<file path="src/hw/rtl/spm_pkg.sv">
package spm_pkg;

	// Stack memory geometry: four byte lanes, one word row per lane address
	localparam int MEM_BYTES = 4096;
	localparam int MEM_AW    = $clog2(MEM_BYTES);
	localparam int ROW_AW    = MEM_AW - 2;
	localparam int NUM_LANES = 4;

	localparam int NUM_REGS  = 16;
	localparam int REG_AW    = 4;
	localparam int LIST_W    = 9;
	localparam int WORD_W    = 32;
	localparam int ADDR_OUT_W = 12;

	localparam logic [REG_AW-1:0] SP_REG = 4'd13;
	localparam logic [REG_AW-1:0] LR_REG = 4'd14;
	localparam logic [REG_AW-1:0] PC_REG = 4'd15;

	localparam logic [1:0] MODE_WRITE = 2'd0;
	localparam logic [1:0] MODE_PUSH  = 2'd1;
	localparam logic [1:0] MODE_POP   = 2'd2;

	localparam logic [1:0] KIND_ACK   = 2'd0;
	localparam logic [1:0] KIND_STORE = 2'd1;
	localparam logic [1:0] KIND_LOAD  = 2'd2;

	typedef struct packed {
		logic [1:0]        mode;
		logic [LIST_W-1:0] reg_list;
		logic [REG_AW-1:0] reg_index;
		logic [WORD_W-1:0] write_value;
	} cmd_item_t;

	typedef struct packed {
		logic [1:0]            kind;
		logic [REG_AW-1:0]     xfer_register;
		logic [ADDR_OUT_W-1:0] mem_address;
		logic [WORD_W-1:0]     xfer_data;
		logic [WORD_W-1:0]     stack_pointer;
		logic                  is_last;
	} res_item_t;

	// One word access to the stack memory at an arbitrary byte address
	typedef struct packed {
		logic              wr_en;
		logic              rd_en;
		logic [MEM_AW-1:0] addr;
		logic [WORD_W-1:0] wdata;
	} mem_req_t;

	// Register file write port plus the stack pointer update
	typedef struct packed {
		logic              en;
		logic [REG_AW-1:0] idx;
		logic [WORD_W-1:0] data;
		logic              sp_en;
		logic [WORD_W-1:0] sp_data;
	} rf_wr_t;

endpackage

</file>
<file path="src/hw/rtl/spm_regfile.sv">
module spm_regfile import spm_pkg::*; (
	input  logic              clk,
	input  logic              arst_n,
	input  rf_wr_t            wr,
	input  logic [REG_AW-1:0] rd_idx,
	output logic [WORD_W-1:0] rd_data,
	output logic [WORD_W-1:0] sp
);

	logic [WORD_W-1:0] regs_q [NUM_REGS];

	always_ff @(posedge clk or negedge arst_n) begin
		if (!arst_n) begin
			for (int i = 0; i < NUM_REGS; i++) begin
				regs_q[i] <= '0;
			end
		end else begin
			if (wr.en) begin
				regs_q[wr.idx] <= wr.data;
			end
			if (wr.sp_en) begin
				regs_q[SP_REG] <= wr.sp_data;
			end
		end
	end

	assign rd_data = regs_q[rd_idx];
	assign sp      = regs_q[SP_REG];

endmodule

</file>
<file path="config.mk">
export PLATFORM = sky130hd
export DESIGN_NAME = spm_regfile
export DESIGN_NICKNAME = d
export VERILOG_FILES = /design/src/hw/rtl/spm_pkg.sv /design/src/hw/rtl/spm_regfile.sv
export SDC_FILE = /design/constraint.sdc
export NUM_CORES = 1
export LEC_CHECK = 0
export ABC_AREA = 1
export BUFFER_PORTS_ARGS = -buffer_cell sky130_fd_sc_hd__buf_2
export CAP_MARGIN = 20
export CORE_MARGIN = 2
export CORE_UTILIZATION = 50
export DETAILED_ROUTE_END_ITERATION = 10
export PLACE_DENSITY_LB_ADDON = 0.3
export SYNTH_ARGS = -nofsm -noshare
export SYNTH_HDL_FRONTEND = slang
export SYNTH_SLANG_ARGS = --single-unit
</file>
<file path="constraint.sdc">
create_clock -name clk -period 5.19 [get_ports clk]
set_input_delay 1.2975 -clock clk [delete_from_list [all_inputs] [get_ports clk]]
set_output_delay 1.2975 -clock clk [all_outputs]
set_load 0.01 [all_outputs]
</file>
==> results of run 1 <==
==> area by class of cell <==
type,count,share of cell area
Inverter,471,0.0639
Sequential cell,512,0.461
Timing Repair Buffer,189,0.0464
Clock inverter,15,0.00770
Multi-Input combinational cell,2127,0.336
Clock buffer,76,0.0555
Tap cell,664,0.0299
==> cell families (layout without fill, tap and decap cells) <==
kind of cell / Yosys count / after routing / synth area share
AOI/OAI and AO/OA: 516 / 516 / 0.103
DFF: 512 / 512 / 0.512
and+or+nand+nor: 1611 / 1611 / 0.269
buffers and inverters: 712 / 751 / 0.115
==> worst max-delay path: cells and delay by family <==
kind | cells | cell delay, ns
buf+inv | 3 | 1.00
simple gates | 5 | 0.57
compound gates | 1 | 0.09
==> worst paths after layout <==
check                                 start          end
worst max-delay path              rd_idx[0]  rd_data[22]
worst min register to register  regs_q[377]  regs_q[377]
worst min-delay path            regs_q[377]  regs_q[377]
min in group asynchronous            arst_n  regs_q[170]
worst max register to register  regs_q[287]  regs_q[287]
max in group asynchronous            arst_n  regs_q[503]
==> power by group through the flow <==
stage | Sequential [mW] | Clock [mW] | Combinational, mW
CTS | 5.17 | 3.94 | 1.99
global route | 5.28 | 4.09 | 2.34
finish | 5.18 | 3.90 | 1.99
floorplan | 5.15 | 0 | 1.42
global placement | 5.21 | 0 | 1.93
detailed placement | 5.24 | 0 | 1.98
==> stage by stage <==
stage / power [mW] / setup slack [ns]
6_report: 11.1 / 0.871
3_3_place_gp: 7.14 / 0.900
5_1_grt: 11.7 / 0.764
3_5_place_dp: 7.21 / 0.920
2_1_floorplan: 6.57 / 1.64
4_1_cts: 11.1 / 0.910
==> layer usage <==
metal	global-route usage	vias up	part of all wire
met4	0.0709	2	0.021
met2	0.421	858	0.43
met5	0	-	0.00018
li1	-	10419	-
met3	0.0748	106	0.11
met1	0.409	10261	0.44
==> cells in the final DEF, fill, tap and decap left out, types with 14 or more instances in the layout <==
master | Yosys | final
buf_2 | 71 | 136
inv_1 | 469 | 468
o21ai_1 | 14 | 14
dfrtp_1 | 512 | 512
clkbuf_16 | 0 | 53
nand3_1 | 456 | 456
nand2_1 | 1122 | 1122
buf_4 | 33 | 36
o21ai_0 | 502 | 502
buf_12 | 0 | 14
==> flip-flops by register name, summed over array words and instances, names as in the netlist <==
name / cells
regs_q: 480
sp: 32
==> run_results.csv, run 1 <==
group,metric,value,unit
finish,nNetsFinal,3429,
placement,placed_area,0.0260,mm²
routing,totalWireLength,72500,µm
floorplan,core_area,0.0492,mm²
pwr,p_leak,14.2,nW
sta,maxSlewViolCount,0,
synth,synth_largest_area_cell,"dfrtp_1",
global_route,grt_pass1_vias,20360,
floorplan,die_area,0.0519,mm²
synth,synth_edf_count,0,
global_route,grt_pass1_wl,116000,µm
floorplan,dieHeight,228,µm
worst_setup_path,worst_setup_path_end_kind,"primary output",
finish,final_cells,4054,
pwr,peakVddDrop,0.237,mV
worst_setup_path,crit_chain,"buf_8, buf_12, nand2_1, o21ai_0, nand2_1, nand3_1, nand3_1, nand2_1, buf_2",
worst_setup_path,critPathMostFrequentCell,"nand2_1",
synth,yosysWarningCount,0,
pwr,switchingPower,3.24,mW
clock_tree,ctsResizeCount,0,
finish,final_util,0.566,
placement,gp_congestion,0.838,
clock_tree,cts.clk_slew.worst_paths,0.06,ns
finish,multi_input_area,0.00934,mm²
global_route,antenna_found_initial,2,
pwr,p_sw_frac,0.293,
floorplan,start_util,0.509,
global_route,grt_usage,0.282,
pwr,pwr-share-clk,0.352,
worst_setup_path,arrival,3.02,ns
routing,avgViaCountPerCell,5.34,
clock_tree,post-cts-setup-buffers,0,
finish,drive_gt1_frac,0.0891,
sta,finalSetupTns,0,ns
clock_tree,cts-root-buf,"clkbuf_16",
pwr,p_seq_frac,0.468,
routing,drtIter0Drc,2500,
sta,setup_viol_count_final,0,
synth,seq_area_frac_synth,0.512,
finish,fillCellCount,4603,
clock_tree,clockBufferDepth,3,
synth,synthTopCellsByArea,"dfrtp_1 (51%), nand2_1 (17%), o21ai_0 (10%), nand3_1 (9.1%), inv_1 (7.0%)",
worst_setup_path,critPathKind,"in -> out",
worst_setup_path,worst_ep_required_time,3.89,ns
routing,wl_per_cell,17.9,µm
worst_setup_path,cp_slowest_stage_delay,0.42,ns
floorplan,ios,140,
pwr,p_comb_frac,0.180,
finish,finish.instance_area,0.0278,mm²
finish,area_growth,11.1,%
sta,rsz0062_at_grt,"false",
sta,worst_hold_slack,0.480,ns
clock_tree,numClockSinks,512,
clock_tree,cts_buffers,52,
flow_run,max-cap-violations,0,
worst_setup_path,path_max_fanout,97,
sta,timing.final.crit_share,0.832,
clock_tree,cts_tree,"yes",
synth,yosys_register_bits,512,
synth,avgSynthCellArea,7.47,µm²
synth,synth_cells,3351,
routing,drc,0,
routing,postRouteAntennaNets,0,
sta,fmax,232,MHz
synth,yosys_most_used_dff,"dfrtp_1",
sta,relSlewSlack,0.266,
clock_tree,htreeDepth,2,
placement,dp_hpwl,43800,µm
placement,numPortBuffers,139,
routing,dr.pass1.iters,6,
routing,vias,21646,
floorplan,die_w,228,µm
synth,syn_nets,3427,
clock_tree,cts_hold_buffers,0,
worst_hold_path,hold_depth,2,
finish,seq_area,0.0128,mm²
worst_setup_path,cpMaxStageDelayCell,"buf_12",
status,outcome,"completed",
sta,tightest_slew,1.10,ns
worst_setup_path,r2r_cells,2,
worst_setup_path,regToRegSetupSlack,4.42,ns
floorplan,fp-row-count,81,
sta,finalHoldViolations,0,
synth,async_flop_share,1.00,
finish,insertedDiodeCount,0,
synth,yosys.area.top_type_share,0.512,
synth,synth.most_common_cell,"nand2_1",
global_route,overflow,0,
pwr,p_int,7.83,mW
worst_hold_path,min_path_type,"reg -> reg",
synth,ys_types,21,
sta,min_period,4.32,ns
global_route,grt_max_degree,109,
sta,finClkSkew,0,ns
worst_setup_path,start_kind,"input port",
synth,synth_commonest_cells,"nand2_1 (1122), dfrtp_1 (512), o21ai_0 (502), inv_1 (469), nand3_1 (456)",
synth,netlist_area,0.0250,mm²
clock_tree,clock_latency,0.60,ns
pwr,power_density,398,mW/mm²
placement,dp.cells,3962,
(Power assumes the default switching activity.)
==> inputs of run 2 (changes only) <==
==> constraint.sdc (replaced) <==
create_clock -name clk -period 4.5 [get_ports clk]
set_input_delay 1.125 -clock clk [delete_from_list [all_inputs] [get_ports clk]]
set_output_delay 1.125 -clock clk [all_outputs]
set_load 0.01 [all_outputs]
==> run_results.csv, run 2 (synthesized netlist as in run 1, its figures left out) <==
group,metric,value,unit
status,outcome,"completed",
finish,largest_reg_flops,480,
sta,fmax,251,MHz
finish,nNetsFinal,3438,
clock_tree,htreeDepth,2,
clock_tree,clockBufferDepth,3,
sta,worst_hold_slack,0.478,ns
global_route,grt_usage,0.284,
global_route,grt_pass1_vias,20611,
floorplan,ios,140,
global_route,antenna_found_initial,4,
sta,finClkSkew,0,ns
placement,numPortBuffers,139,
finish,final_cell_mix,"nand2_1 (1122), dfrtp_1 (512), o21ai_0 (502)",
worst_setup_path,arrival,2.85,ns
clock_tree,cts_buffers,55,
routing,avgViaCountPerCell,5.35,
sta,min_period,3.98,ns
finish,fillCellCount,4609,
worst_setup_path,start_kind,"input port",
worst_setup_path,path_max_fanout,95,
finish,largest_register,"regs_q",
clock_tree,cts-root-buf,"clkbuf_16",
floorplan,start_util,0.509,
routing,wl_per_cell,18.0,µm
clock_tree,cts_tree,"yes",
sta,setup_viol_count_final,0,
worst_setup_path,worst_ep_required_time,3.38,ns
clock_tree,post-cts-setup-buffers,0,
sta,finalHoldViolations,0,
global_route,overflow,0,
flow_run,max-cap-violations,0,
clock_tree,cts_hold_buffers,0,
finish,seq_area,0.0128,mm²
routing,drc,0,
clock_tree,cts.clk_slew.worst_paths,0.06,ns
finish,multi_input_area,0.00933,mm²
floorplan,die_w,228,µm
placement,dp_hpwl,43300,µm
sta,rsz0062_at_grt,"false",
floorplan,dieHeight,228,µm
finish,drive_gt1_frac,0.0895,
floorplan,die_area,0.0519,mm²
pwr,peakVddDrop,0.283,mV
placement,gp_congestion,0.800,
sta,finalSetupTns,0,ns
routing,drtIter0Drc,2330,
clock_tree,ctsResizeCount,0,
pwr,p_leak,14.3,nW
routing,vias,21723,
routing,totalWireLength,73100,µm
finish,final_common_cell,"nand2_1",
global_route,grt_pass1_wl,117000,µm
clock_tree,numClockSinks,512,
routing,postRouteAntennaNets,0,
floorplan,fp-row-count,81,
finish,area_growth,11.3,%
pwr,power_density,456,mW/mm²
sta,timing.final.crit_share,0.884,
worst_setup_path,critPathKind,"in -> out",
worst_setup_path,worst_setup_path_end_kind,"primary output",
routing,dr.pass1.iters,6,
clock_tree,clock_latency,0.60,ns
global_route,grt_max_degree,123,
sta,tightest_slew,0.994,ns
floorplan,core_area,0.0492,mm²
worst_hold_path,min_path_type,"reg -> reg",
sta,maxSlewViolCount,0,
sta,relSlewSlack,0.336,
[run 2: area by class of cell]
class	instances	share of cell area
Antenna cell	2	0.000180
Clock buffer	80	0.0575
Clock inverter	11	0.00413
Inverter	471	0.0637
Multi-Input combinational cell	2127	0.335
Sequential cell	512	0.460
Tap cell	664	0.0298
Timing Repair Buffer	195	0.0497
[run 2: per-stage QoR]
stage	power, mW	instance area (µm²)	cells	utilization	setup slack (ns)
after floorplan	7.58	25000	3351	-	1.30
after CTS	12.7	27800	4059	0.566	0.565
after global placement	8.26	26100	3968	0.531	0.564
after global routing	13.4	27900	4062	0.567	0.381
final	12.7	27900	4062	0.567	0.520
after detailed placement	8.33	26100	3968	0.531	0.576
[run 2: worst paths after layout]
kind,start,endpoint,slack (ns),cells past startpoint
min reg2reg,regs_q[362],regs_q[362],0.48,2
min in group asynchronous,arst_n,regs_q[298],0.59,1
max reg2reg,sp[19],sp[19],3.73,2
max,rd_idx[0],rd_data[16],0.52,10
max in group asynchronous,arst_n,regs_q[51],3.06,2
min,regs_q[362],regs_q[362],0.48,2
[run 2: critical path, cell delays in order]
cell,delay (ns)
buf_8,0.28
buf_12,0.41
buf_4,0.33
nand2_1,0.08
o21ai_0,0.08
nand2_1,0.07
nand3_1,0.10
nand3_1,0.07
nand2_1,0.12
buf_2,0.14
[run 2: power by group]
group / internal, mW / switching [mW] / leakage [nW]
logic: 0.837 / 1.48 / 7.05
registers: 5.56 / 0.421 / 6.36
clock network: 2.56 / 1.85 / 0.844
total: 8.95 / 3.75 / 14.3
[run 2: routing by layer]
metal	track usage	vias up	wire length, µm
li1	-	10435	-
met1	0.402	10289	31700
met2	0.436	882	32300
met3	0.0797	115	7750
met4	0.0644	2	1390
met5	0	-	7
